--- src/hw/rtl/parallel_master_port_controller_macros.svh ---
// Assertion helpers for the parallel master port controller.
`ifndef PARALLEL_MASTER_PORT_CONTROLLER_MACROS_SVH
`define PARALLEL_MASTER_PORT_CONTROLLER_MACROS_SVH

`ifndef SYNTHESIS

// Checked only while out of reset.
`define PMP_ASSERT(lbl, clk, rstn, prop, msg) \
    lbl: assert property (@(posedge clk) disable iff (!rstn) prop) else $error(msg);

// Checked on every edge, reset included.
`define PMP_ASSERT_ALWAYS(lbl, clk, prop, msg) \
    lbl: assert property (@(posedge clk) prop) else $error(msg);

`else

`define PMP_ASSERT(lbl, clk, rstn, prop, msg)
`define PMP_ASSERT_ALWAYS(lbl, clk, prop, msg)

`endif

`endif

--- src/hw/rtl/pmp_pkg.sv ---
package pmp_pkg;

    localparam int ADDR_LINES = 24;     // 16..24
    localparam int ADDR_W     = 24;     // bus address field width
    localparam int DATA_W     = 32;
    localparam int WORD_W     = 16;
    localparam int FW_W       = 5;      // holds a field width up to ADDR_W

    // CON bits
    localparam int CON_CSF_LO    = 6;
    localparam int CON_ON        = 15;
    localparam int CON_LONG_ADDR = 16;
    localparam int CON_TWO_BUF   = 17;
    localparam int CON_PRIME_RD  = 23;
    // MODE bits
    localparam int MODE_WIDE     = 10;
    localparam int MODE_INCM_LO  = 11;
    localparam int MODE_IRQM_HI  = 14;
    localparam int MODE_BSY_FLAG = 15;

    localparam logic [1:0] CSF_ONE  = 2'd1;
    localparam logic [1:0] CSF_TWO  = 2'd2;
    localparam logic [1:0] INCM_UP  = 2'd1;
    localparam logic [1:0] INCM_DN  = 2'd2;

    localparam logic [FW_W-1:0] FW_NARROW = 5'd16;
    localparam logic [FW_W-1:0] FW_WIDE   = FW_W'(ADDR_LINES);

    localparam logic [WORD_W-1:0] NO_TARGET_WORD = 16'hFFFF;

    typedef enum logic [3:0] {
        REG_CON   = 4'd0,
        REG_MODE  = 4'd1,
        REG_ADDR  = 4'd2,
        REG_DOUT  = 4'd3,
        REG_DIN   = 4'd4,
        REG_AEN   = 4'd5,
        REG_STAT  = 4'd6,
        REG_WADDR = 4'd7,
        REG_RADDR = 4'd8,
        REG_RDIN  = 4'd9
    } reg_idx_t;

    typedef struct packed {
        logic              cmd;            // 1 = register write
        logic [3:0]        reg_index;
        logic [DATA_W-1:0] write_data;
        logic [WORD_W-1:0] ext_read_word;
    } item_t;

    typedef struct packed {
        logic              cycle_event;
        logic [WORD_W-1:0] bus_write_word;
        logic [ADDR_W-1:0] bus_address;
        logic              bus_is_write;
        logic              bus_cycle;
        logic [DATA_W-1:0] read_value;
    } result_t;

    // Address lines kept by ADDR/WADDR/RADDR.
    function automatic logic [ADDR_W-1:0] addr_keep();
        logic [ADDR_W-1:0] m;
        for (int i = 0; i < ADDR_W; i++) begin
            m[i] = (i < ADDR_LINES);
        end
        return m;
    endfunction

endpackage

--- src/hw/rtl/pmp_regs.sv ---
// Register file, decode and bus-cycle logic; state moves on fire.
module pmp_regs import pmp_pkg::*; (
    input  logic    aclk,
    input  logic    aresetn,
    input  logic    fire,
    input  logic    target_attached,
    input  item_t   item,
    output result_t result
);

    logic [DATA_W-1:0] control_reg, mode_reg, data_out_reg, data_in_reg;
    logic [DATA_W-1:0] aen_reg, stat_reg;
    logic [ADDR_W-1:0] single_addr_reg, write_addr_reg, read_addr_reg;

    logic              is_con_wr;
    logic [DATA_W-1:0] con_eff;
    logic              on, dual, wide;
    logic [1:0]        csf, incm;
    logic [FW_W-1:0]   fwidth;
    logic [ADDR_W-1:0] fmask, cyc_addr, adv_addr, am, wd_addr;
    logic              rd_cycle, wr_cycle;
    logic [1:0]        addr_sel;       // 0 single, 1 write, 2 read
    logic [WORD_W-1:0] fetched, wr_word;
    logic [DATA_W-1:0] rv;

    localparam logic [1:0] SEL_SINGLE = 2'd0;
    localparam logic [1:0] SEL_WRITE  = 2'd1;
    localparam logic [1:0] SEL_READ   = 2'd2;

    // A CON write takes effect before its own primed read.
    assign is_con_wr = item.cmd && (reg_idx_t'(item.reg_index) == REG_CON);
    assign con_eff   = is_con_wr ? (item.write_data & ~(32'd1 << CON_PRIME_RD))
                                 : control_reg;
    assign on   = con_eff[CON_ON];
    assign dual = con_eff[CON_TWO_BUF];
    assign csf  = con_eff[CON_CSF_LO +: 2];
    assign wide = mode_reg[MODE_WIDE];
    assign incm = mode_reg[MODE_INCM_LO +: 2];
    assign am   = addr_keep();
    assign wd_addr = item.write_data[ADDR_W-1:0] & am;

    always_comb begin
        fwidth = con_eff[CON_LONG_ADDR] ? FW_WIDE : FW_NARROW;
        if (csf == CSF_TWO) begin
            fwidth = fwidth - 5'd2;
        end else if (csf == CSF_ONE) begin
            fwidth = fwidth - 5'd1;
        end
        for (int i = 0; i < ADDR_W; i++) begin
            fmask[i] = (FW_W'(i) < fwidth);
        end
    end

    // Decode
    always_comb begin
        rd_cycle = 1'b0;
        wr_cycle = 1'b0;
        addr_sel = SEL_SINGLE;
        rv       = '0;
        if (!item.cmd) begin
            case (reg_idx_t'(item.reg_index))
                REG_CON:   rv = control_reg;
                REG_MODE:  rv = mode_reg & ~(32'd1 << MODE_BSY_FLAG);
                REG_ADDR:  rv = {8'd0, single_addr_reg};
                REG_DOUT:  rv = data_out_reg;
                REG_DIN: begin
                    rv       = data_in_reg;    // previous fetch
                    rd_cycle = !dual && on;
                end
                REG_AEN:   rv = aen_reg;
                REG_STAT:  rv = stat_reg;
                REG_WADDR: rv = {8'd0, write_addr_reg};
                REG_RADDR: rv = {8'd0, read_addr_reg};
                REG_RDIN: begin
                    rv       = data_in_reg;
                    rd_cycle = dual && on;
                    addr_sel = SEL_READ;
                end
                default:   rv = '0;
            endcase
        end else begin
            case (reg_idx_t'(item.reg_index))
                REG_CON: begin
                    rd_cycle = item.write_data[CON_PRIME_RD] && on;
                    addr_sel = dual ? SEL_READ : SEL_SINGLE;
                end
                REG_DOUT: begin
                    wr_cycle = dual && on;
                    addr_sel = SEL_WRITE;
                end
                REG_DIN:   wr_cycle = !dual && on;
                default: ;
            endcase
        end
    end

    always_comb begin
        case (addr_sel)
            SEL_WRITE: cyc_addr = write_addr_reg;
            SEL_READ:  cyc_addr = read_addr_reg;
            default:   cyc_addr = single_addr_reg;
        endcase
        case (incm)
            INCM_UP: adv_addr = ((cyc_addr & ~fmask) | ((cyc_addr + 24'd1) & fmask)) & am;
            INCM_DN: adv_addr = ((cyc_addr & ~fmask) | ((cyc_addr - 24'd1) & fmask)) & am;
            default: adv_addr = cyc_addr;
        endcase
    end

    assign fetched = (target_attached ? item.ext_read_word : NO_TARGET_WORD)
                   & (wide ? 16'hFFFF : 16'h00FF);
    assign wr_word = item.write_data[WORD_W-1:0] & (wide ? 16'hFFFF : 16'h00FF);

    always_comb begin
        result.read_value     = rv;
        result.bus_cycle      = rd_cycle || wr_cycle;
        result.bus_is_write   = wr_cycle;
        result.bus_address    = (rd_cycle || wr_cycle) ? cyc_addr : '0;
        result.bus_write_word = wr_cycle ? wr_word : '0;
        result.cycle_event    = (rd_cycle || wr_cycle) && !mode_reg[MODE_IRQM_HI];
    end

    always_ff @(posedge aclk) begin
        if (!aresetn) begin
            control_reg     <= '0;
            mode_reg        <= '0;
            single_addr_reg <= '0;
            write_addr_reg  <= '0;
            read_addr_reg   <= '0;
            data_out_reg    <= '0;
            data_in_reg     <= '0;
            aen_reg         <= '0;
            stat_reg        <= '0;
        end else if (fire) begin
            if (item.cmd) begin
                case (reg_idx_t'(item.reg_index))
                    REG_CON:   control_reg <= con_eff;
                    REG_MODE:  mode_reg <= item.write_data & ~(32'd1 << MODE_BSY_FLAG);
                    REG_ADDR: begin
                        single_addr_reg <= wd_addr;
                        write_addr_reg  <= wd_addr;
                        read_addr_reg   <= wd_addr;
                    end
                    REG_DOUT:  data_out_reg <= item.write_data;
                    REG_DIN:   data_in_reg  <= item.write_data;
                    REG_AEN:   aen_reg  <= item.write_data;
                    REG_STAT:  stat_reg <= item.write_data;
                    REG_WADDR: write_addr_reg <= wd_addr;
                    REG_RADDR: read_addr_reg  <= wd_addr;
                    default: ;
                endcase
            end
            if (rd_cycle) begin
                data_in_reg <= {16'd0, fetched};
            end
            if (rd_cycle || wr_cycle) begin
                case (addr_sel)
                    SEL_WRITE: write_addr_reg  <= adv_addr;
                    SEL_READ:  read_addr_reg   <= adv_addr;
                    default:   single_addr_reg <= adv_addr;
                endcase
            end
        end
    end

endmodule

--- src/hw/rtl/parallel_master_port_controller.sv ---
// Path: each accepted item passes through the input reg, then the result reg;
// decode sits combinationally between the two.
// Throughput: 1 item per cycle while m_tready holds; register decode is combinational.
// Stalls on m_tready back up through the result reg to s_tready.
// Reset (aresetn low, synchronous): all port registers clear to zero,
// target_attached returns to 1, both pipeline regs empty.
`include "parallel_master_port_controller_macros.svh"

module parallel_master_port_controller import pmp_pkg::*; (
    input  logic        aclk,
    input  logic        aresetn,

    // register access items
    input  logic        s_tvalid,
    output logic        s_tready,
    input  logic [47:0] s_tdata,   // write_data[31:0], ext_read_word[47:32]
    input  logic [4:0]  s_tuser,   // cmd[0], reg_index[4:1]

    // access results
    output logic        m_tvalid,
    input  logic        m_tready,
    // read_value[31:0], bus_cycle[32], bus_is_write[33], bus_address[57:34],
    // bus_write_word[73:58], cycle_event[74], zero pad [79:75]
    output logic [79:0] m_tdata,

    // target_attached register write
    input  logic        cfg_valid,
    output logic        cfg_ready,
    input  logic        cfg_data
);

    item_t   in_reg;
    logic    in_valid_reg;
    result_t out_reg;
    logic    out_valid_reg;
    logic    target_reg;
    logic    fire;      // held item goes through decode this cycle
    result_t result;

    // Item advances when the result reg is empty or being drained.
    assign fire      = in_valid_reg && (!out_valid_reg || m_tready);
    assign s_tready  = !in_valid_reg || fire;
    assign cfg_ready = 1'b1;

    always_ff @(posedge aclk) begin
        if (!aresetn) begin
            in_valid_reg  <= 1'b0;
            out_valid_reg <= 1'b0;
            target_reg    <= 1'b1;
        end else begin
            if (cfg_valid) begin
                target_reg <= cfg_data;
            end
            if (s_tvalid && s_tready) begin
                in_valid_reg <= 1'b1;
            end else if (fire) begin
                in_valid_reg <= 1'b0;
            end
            if (fire) begin
                out_valid_reg <= 1'b1;
            end else if (m_tready) begin
                out_valid_reg <= 1'b0;
            end
        end
    end

    // payload regs: no reset
    always_ff @(posedge aclk) begin
        if (s_tvalid && s_tready) begin
            in_reg.cmd           <= s_tuser[0];
            in_reg.reg_index     <= s_tuser[4:1];
            in_reg.write_data    <= s_tdata[31:0];
            in_reg.ext_read_word <= s_tdata[47:32];
        end
        if (fire) begin
            out_reg <= result;
        end
    end

    pmp_regs u_regs (
        .aclk            (aclk),
        .aresetn         (aresetn),
        .fire            (fire),
        .target_attached (target_reg),
        .item            (in_reg),
        .result          (result)
    );

    assign m_tvalid = out_valid_reg;
    assign m_tdata  = {5'd0, out_reg};

    // Every decoded item shows up as a result next cycle.
    `PMP_ASSERT(a_fire_to_out, aclk, aresetn, fire |=> m_tvalid, "decoded item lost")
    // Input reg never overwritten while it still holds an item.
    `PMP_ASSERT(a_no_overwrite, aclk, aresetn,
        (in_valid_reg && !fire) |-> !s_tready, "input reg overwritten")
    // Write flag, data, address and event only ride on a bus cycle.
    `PMP_ASSERT(a_cycle_fields, aclk, aresetn,
        (fire && !result.bus_cycle) |->
        (!result.bus_is_write && result.bus_address == '0 && !result.cycle_event),
        "bus fields without a cycle")
    `PMP_ASSERT(a_wr_word, aclk, aresetn,
        (fire && !result.bus_is_write) |-> (result.bus_write_word == '0),
        "write word without write cycle")
    // A bus cycle only comes from a data register access or a CON write.
    `PMP_ASSERT(a_cycle_src, aclk, aresetn,
        (fire && result.bus_cycle) |->
        (in_reg.reg_index == REG_DIN || in_reg.reg_index == REG_RDIN ||
         in_reg.reg_index == REG_DOUT || in_reg.reg_index == REG_CON),
        "bus cycle from wrong register")

endmodule
--- config.mk ---
export PLATFORM = sky130hd
export DESIGN_NAME = parallel_master_port_controller
export DESIGN_NICKNAME = d
export VERILOG_FILES = /design/src/hw/rtl/pmp_pkg.sv /design/src/hw/rtl/pmp_regs.sv /design/src/hw/rtl/parallel_master_port_controller.sv
export VERILOG_INCLUDE_DIRS = /design/src /design/src/hw/rtl
export SDC_FILE = /design/constraint.sdc
export NUM_CORES = 1
export LEC_CHECK = 0
export BUFFER_PORTS_ARGS = -buffer_cell sky130_fd_sc_hd__buf_2
export CAP_MARGIN = 15
export CORE_UTILIZATION = 60
export DETAILED_ROUTE_END_ITERATION = 10
export PLACE_DENSITY = 0.77
export SLEW_MARGIN = 20
export SYNTH_ARGS = -nofsm -noshare
export SYNTH_HDL_FRONTEND = slang
export SYNTH_HIERARCHICAL = 1
export SYNTH_SLANG_ARGS = --single-unit
--- constraint.sdc ---
create_clock -name aclk -period 7.3 [get_ports aclk]
set_input_delay 1.095 -clock aclk [delete_from_list [all_inputs] [get_ports aclk]]
set_output_delay 1.095 -clock aclk [all_outputs]
set_load 0.005 [all_outputs]
==> results of run 1 <==
## through the flow
step / worst slack, ns / util, %
after global placement: 2.381 / 64.15
after CTS: 2.182 / 68.67
after detailed placement: 2.263 / 64.18
after floorplan: 1.266 / -
after global routing: 1.763 / 68.67
final: 2.046 / 68.67
## synth_stat cells, drive strengths merged, types with 3 or more instances
cell     count  share of area, %
a211oi       3              0.15
a21boi     189               7.7
a21o         8              0.32
a21oi      103               2.8
a221oi      34               1.6
a222oi      10              0.54
a22o        36               1.7
a22oi       58               2.4
a31o         3              0.14
a31oi       45               1.5
and2        12              0.41
and3        16              0.54
buf         48               1.6
clkbuf     141               2.9
dfxtp      265                29
edfxtp     128                21
ha          33               2.2
inv         27              0.55
mux2i       13              0.77
nand2      427               8.8
nand2b      12              0.49
nand3       31              0.84
nand4       10              0.34
nor2        68               1.4
nor2b       21              0.75
nor3        14              0.38
nor4         3              0.18
o211a       11              0.60
o211ai      19              0.77
o21a        13              0.53
o21ai       79               2.2
o221a        3              0.18
o221ai      37               1.8
o22ai       28              0.95
o2bb2ai      4              0.19
or2          4              0.14
or3         13              0.44
xnor2       10              0.47
xor2         6              0.28
## power by group
group          switching [mW]  internal (mW)  leakage (nW)
Clock                   0.862           1.23         0.664
Combinational           0.126         0.0653          3.33
Sequential             0.0523           2.30          3.36
Total                    1.04           3.60          7.36
## path summary, 6_finish.rpt
check	depth (start not counted)	slack, ns	end
min	2	0.45	u_regs/data_in_reg[30]$_SDFFE_PN0P_
min reg2reg	2	0.45	u_regs/data_in_reg[30]$_SDFFE_PN0P_
max reg2reg	15	2.05	u_regs/write_addr_reg[19]$_SDFFE_PN0P_
max	15	2.05	u_regs/write_addr_reg[19]$_SDFFE_PN0P_
## kinds of logic (layout without fill, tap and decap cells)
logic type                 after synthesis  count (layout)
AOI/OAI and AO/OA                      695             695
and+or+nand+nor                        637             637
DFF                                    393             393
buffers and inverters                  216             271
adders and majority gates               34              34
xor gates and xnor gates                16              16
muxes                                   14              14
other                                    2               6
## worst max-delay path, delay by kind of cell, from the launching register on
family,cells,cell delay [ns]
compound gates,9,2.20
fa+ha+maj,2,1.28
flops,1,0.62
simple gates,3,0.88
buf+inv,1,0.13
## layer usage
| metal | vias up | part of all wire (%) | global-route usage, % |
|---|---|---|---|
| li1 | 7316 | - | - |
| met1 | 7771 | 40 | 46.29 |
| met2 | 920 | 46 | 55.60 |
| met3 | 183 | 8.7 | 5.056 |
| met4 | 0 | 4.9 | 16.67 |
| met5 | - | 0 | 0 |
## final cells by class
class / instances / area (um2) / area share, %
clock buffers: 62 / 1220 / 5.931
clock inverters: 14 / 125.1 / 0.6083
inverters: 27 / 101.3 / 0.4927
multi-input cells: 1402 / 8556 / 41.60
flip-flops and latches: 393 / 9149 / 44.48
well taps: 390 / 488.0 / 2.372
repair buffers: 168 / 929.6 / 4.520
==> metrics.cfg, run 1 <==
[yosys]
synth_compound_area_share_pct = 26.61
async_reset_ff_share_pct = 0
seq_area_frac_synth_pct = 49.44
ys_ff_latch = 393
ys_warn_count = 6
synth_fa_ha_area_share_pct = 2.340
synth_xor_area_share_pct = 0.7573
netlist_area_um2 = 18500
synthFlopType = dfxtp_1
syn_inst = 2007
yosys.area_share.simple_pct = 15.00
yosysUniqueCellTypes = 75
synth_mux_area_share_pct = 0.8317
avgSynthCellArea_um2 = 9.220
synth_top_family_by_area = compound AO/OA/AOI/OAI gates
synth_edf_count = 128

[run]
maxCapViolations = 0

[timing]
rsz0062_at_grt = no
timing.final.crit_period_ns = 5.254
whs_ns = 0.4497
hold_violations = 0
relSlewSlack_pct = 24.88
drv_slew = 0
finalSetupViolations = 0
finalSetupTns_ns = 0
skew_ns = 0.01802
period_share_pct = 71.97
worst_pin_slew_ns = 1.127
max_freq_mhz = 190.3

[global_routing]
grt_max_degree = 156
grt_pass1_vias = 15260
grt_first_pass_wirelength_mm = 84.76
overflow = 0
antenna_found_initial = 0
grt.total_usage_pct = 34.76

[setup_path]
end_kind = flip-flop
crit_chain = nor4bb_4, nand2_1, inv_1, ha_1, a22oi_1, o21ai_0, ha_1, a21o_1, a31o_2, a221o_1, o211ai_1, a21boi_1, or3_1, a31oi_1, a21oi_1
crit_type = flip-flop to flip-flop
crit_slowest_cell = ha_1
worst_path_most_repeated_cell = ha_1
worstReg2RegStart = in_reg[49]$_DFFE_PP_
required_ns = 7.70
slowest_delay_ns = 0.92
cp.arrival_ns = 5.65
critPathLaunch = in_reg[49]$_DFFE_PP_
critPathLaunchType = flip-flop
path_max_fanout = 24

[route]
route.vias.total = 16190
drc = 0
drt-initial-drc-count = 2042
drt_first_pass_iters = 9
wl_per_cell_um = 22.51
ant_nets = 0
drt-vias-per-instance = 6.592
wirelength_mm = 55.29

[layout]
num_antenna_cells = 0
layout_common_cells = 424 x nand2_1, 265 x dfxtp_1, 174 x a21boi_0
nets = 2127
design_area_um2 = 20570
mostFrequentLayoutCell = nand2_1
drive_above_1_share_pct = 13.12
area_growth_syn_to_layout_pct = 11.16
nFillCells = 2349
largest_reg_flops = 75
final_cells = 2456

[cts]
clock_path_buffers = 3
numCtsBuffers = 42
clkTransAtPathRegs_ns = 0.06
root_buffer = clkbuf_16
cts-hold-fix-buffers = 0
cts_max_level = 2
cts.sinks = 393
cts_setup_buffers = 0
clk_latency_ns = 0.54
cts_resized = 0
cts_tree = done

[pwr]
leakagePower_nw = 7.359
p_per_area_nw_per_um2 = 225.5
ir_drop_v = 0.0001924
total_power_mw = 4.638

[hold_path]
min_from = u_regs/data_in_reg[30]$_SDFFE_PN0P_
hp-class = flip-flop to flip-flop

[placed_design]
io_buffers = 135
dp_hpwl_mm = 35.24
gp_congestion = 0.9226
dp.cells = 2380
placed_cell_area_um2 = 19220

[die]
pin_count = 142
row_count = 63
coreArea_um2 = 29950
start_util_pct = 61.78
die_area_um2 = 31550
die_h_um = 177.6
die_w_um = 177.6

[status]
outcome = complete, no violations

Note: power is estimated with default switching activity, not from simulation.
==> inputs of run 2 (changes only) <==
- clock period: 7.3 -> 4.95 ns (I/O delays scaled with it)
==> run 2 against run 1 <==
  * Combinational power grew 54%
  * Clock-buffer cell count shrank 2
  * Via count grew 2.0%
  * Clock skew grew 0.011 ns
  * Critical path depth is the same
  * Setup slack lost 1.8 ns
  * Die area is the same
  * Utilization grew 0.42 points
  * Design area grew 0.61%
  * Non-clock buffer count grew 21
  * Maximum frequency grew 11%
  * Global-route usage grew 0.35 points
  * Critical endpoint is now u_regs/single_addr_reg[19]$_SDFFE_PN0P_
  * Largest cell class unchanged
  * Largest power group unchanged
==> metrics.cfg, run 2 (synthesis gave the netlist of run 1 again) <==
[status]
outcome = complete, no violations  ; unchanged

[layout]
final_util_pct = 69.09  ; was 68.67%
num_antenna_cells = 0  ; unchanged
drive_above_1_share_pct = 13.96  ; was 13.12%
largest_reg_flops = 75  ; unchanged
area_growth_syn_to_layout_pct = 11.84  ; was 11.16%
layout_common_cells = 424 x nand2_1, 265 x dfxtp_1, 174 x a21boi_0  ; unchanged
nets = 2148  ; was 2,127
mostFrequentLayoutCell = nand2_1  ; unchanged

[setup_path]
r2r_end = u_regs/single_addr_reg[19]$_SDFFE_PN0P_  ; was u_regs/write_addr_reg[19]$_SDFFE_PN0P_
crit_slowest_cell = edfxtp_1  ; was ha_1
crit_chain = nor4bb_4, nand2_1, inv_1, ha_1, a22oi_1, o21ai_0, ha_1, a22o_1, nor4_1, a211oi_1, o211ai_1, a21boi_1, or3_1, a31oi_1, a21oi_1  ; was nor4bb_4, nand2_1, inv_1, ha_1, a22oi_1, o21ai_0, ha_1, a21o_1, a31o_2, a221o_1, o211ai_1, a21boi_1, or3_1, a31oi_1, a21oi_1
end_kind = flip-flop  ; unchanged
cp.arrival_ns = 5.12  ; was 5.65 ns
r2r_slack_ns = 0.24  ; was 2.05 ns
worst_path_most_repeated_cell = ha_1  ; unchanged
required_ns = 5.35  ; was 7.70 ns
critPathLaunchType = flip-flop  ; unchanged
path_max_fanout = 11  ; was 24
cp_num_buf_inv = 1  ; unchanged
r2r.worst_path.cells = 15  ; unchanged
crit_type = flip-flop to flip-flop  ; unchanged
slowest_delay_ns = 0.56  ; was 0.92 ns
cp_top_family = compound AO/OA/AOI/OAI gates  ; unchanged
worstReg2RegStart = in_reg[50]$_DFFE_PP_  ; was in_reg[49]$_DFFE_PP_

[route]
drc = 0  ; unchanged
ant_nets = 0  ; unchanged
drt-initial-drc-count = 2117  ; was 2,042
wirelength_mm = 56.33  ; was 55.29 mm
wl_per_cell_um = 22.77  ; was 22.51 um
route.vias.total = 16520  ; was 16,190
drt-vias-per-instance = 6.677  ; was 6.592
drt_first_pass_iters = 7  ; was 9

[global_routing]
antenna_found_initial = 0  ; unchanged
grt_max_degree = 132  ; was 156
grt_first_pass_wirelength_mm = 85.75  ; was 84.76 mm
grt_pass1_vias = 15540  ; was 15,260
overflow = 0  ; unchanged
grt.total_usage_pct = 35.12  ; was 34.76%

[placed_design]
io_buffers = 135  ; unchanged
gp_congestion = 0.9265  ; was 0.9226
dp_hpwl_mm = 36.22  ; was 35.24 mm

[timing]
skew_ns = 0.02854  ; was 0.01802 ns
hold_violations = 0  ; unchanged
finalSetupViolations = 0  ; unchanged
worst_pin_slew_ns = 1.022  ; was 1.127 ns
finalSetupTns_ns = 0  ; unchanged
period_share_pct = 95.22  ; was 71.97%
rsz0062_at_grt = no  ; unchanged
drv_slew = 0  ; unchanged
relSlewSlack_pct = 31.85  ; was 24.88%
timing.final.crit_period_ns = 4.713  ; was 5.254 ns
max_freq_mhz = 212.2  ; was 190.3 MHz

[pwr]
ir_drop_v = 0.0003454  ; was 0.0001924 V
pwr-share-seq_pct = 51.3  ; was 50.8%
swShare_pct = 22.69  ; was 22.42%
p_per_area_nw_per_um2 = 327.0  ; was 225.5 nW/um2
total_power_mw = 6.768  ; was 4.638 mW
clock_power_share_pct = 44.4  ; was 45.1%
combPwrFrac_pct = 4.4  ; was 4.1%
p_int_mw = 5.232  ; was 3.598 mW
leakagePower_nw = 7.442  ; was 7.359 nW
p_sw_mw = 1.536  ; was 1.040 mW

[cts]
clkTransAtPathRegs_ns = 0.06  ; about the same
cts_tree = done  ; unchanged
cts.sinks = 393  ; unchanged
clock_path_buffers = 3  ; unchanged
cts-hold-fix-buffers = 0  ; unchanged
numCtsBuffers = 42  ; unchanged
cts_max_level = 2  ; unchanged
root_buffer = clkbuf_16  ; unchanged
clk_latency_ns = 0.55  ; was 0.54 ns

[die]
coreArea_um2 = 29950  ; unchanged
row_count = 63  ; unchanged
die_w_um = 177.6  ; unchanged
die_h_um = 177.6  ; unchanged
pin_count = 142  ; unchanged
die_area_um2 = 31550  ; unchanged
start_util_pct = 61.78  ; unchanged

[hold_path]
min_from = s_tdata[28]  ; was u_regs/data_in_reg[30]$_SDFFE_PN0P_
whs_endpoint = in_reg[44]$_DFFE_PP_  ; was u_regs/data_in_reg[30]$_SDFFE_PN0P_
holdPathStages = 1  ; was 2
hp-class = input pin to flip-flop  ; was flip-flop to flip-flop

[run]
maxCapViolations = 0  ; unchanged

==> run 2: layer usage <==
| layer | GRT usage, % | up-vias | part of all wire, % |
|---|---|---|---|
| met5 | 0 | - | 0 |
| met1 | 45.88 | 7882 | 39 |
| met2 | 56.77 | 1070 | 46 |
| met4 | 18.06 | 0 | 5.4 |
| li1 | - | 7362 | - |
| met3 | 4.906 | 204 | 9.3 |
==> run 2: worst reg2reg max path: cells and delay by family, from the launching register on <==
kind,cells,cell delay [ns]
AND/OR/NAND/NOR,4,1.17
buffers and inverters,1,0.11
AO/OA/AOI/OAI,8,1.89
adder cells (fa/ha/maj),2,0.84
flip-flops,1,0.56
==> run 2: area by class of cell <==
type | instances | area, um2
inverter | 27 | 101.3
timing repair buffer | 189 | 1100
clock buffer | 60 | 1194
tap | 390 | 488.0
clock inverter | 13 | 117.6
sequential | 393 | 9149
fill | 2328 | 9259
multi-input combinational | 1402 | 8546
==> run 2: what timing repair did <==
action | in CTS | in global routing
buffers inserted | 0 | 2
gates resized for setup | 0 | 1
setup endpoints to repair | 0 | 6
==> run 2: how the worst max path moves through the flow <==
stage                          from                                       to  slack [ns]  cells after the start
3_5_place_dp   in_reg[51]$_DFFE_PP_   u_regs/write_addr_reg[19]$_SDFFE_PN0P_        0.31                     19
4_1_cts        in_reg[51]$_DFFE_PP_   u_regs/write_addr_reg[19]$_SDFFE_PN0P_        0.29                     19
3_3_place_gp   in_reg[50]$_DFFE_PP_   u_regs/write_addr_reg[19]$_SDFFE_PN0P_        0.39                     15
2_1_floorplan  in_reg[52]$_DFFE_PP_  u_regs/single_addr_reg[19]$_SDFFE_PN0P_        0.19                     20
5_1_grt        in_reg[48]$_DFFE_PP_   u_regs/write_addr_reg[19]$_SDFFE_PN0P_       0.005                     18
6_report       in_reg[50]$_DFFE_PP_  u_regs/single_addr_reg[19]$_SDFFE_PN0P_        0.24                     15
==> run 2: through the flow <==
stage / instances / hold WS [ns] / worst slack, ns / area (um2)
2_1_floorplan: 2011 / 0.4310 / 0.1900 / 18520
3_3_place_gp: 2399 / 0.4379 / 0.3886 / 19360
3_5_place_dp: 2399 / 0.4434 / 0.3081 / 19360
4_1_cts: 2472 / 0.3547 / 0.2857 / 20680
5_1_grt: 2474 / 0.3546 / 0.005165 / 20690
6_report: 2474 / 0.3639 / 0.2365 / 20690
==> run 2: power by group through the flow <==
stage / sequential (mW) / combinational, mW / clock, mW
6_report: 3.47 / 0.295 / 3.00
4_1_cts: 3.47 / 0.288 / 3.02
2_1_floorplan: 3.49 / 0.194 / 0
5_1_grt: 3.47 / 0.313 / 3.15
3_3_place_gp: 3.54 / 0.282 / 0
3_5_place_dp: 3.54 / 0.286 / 0
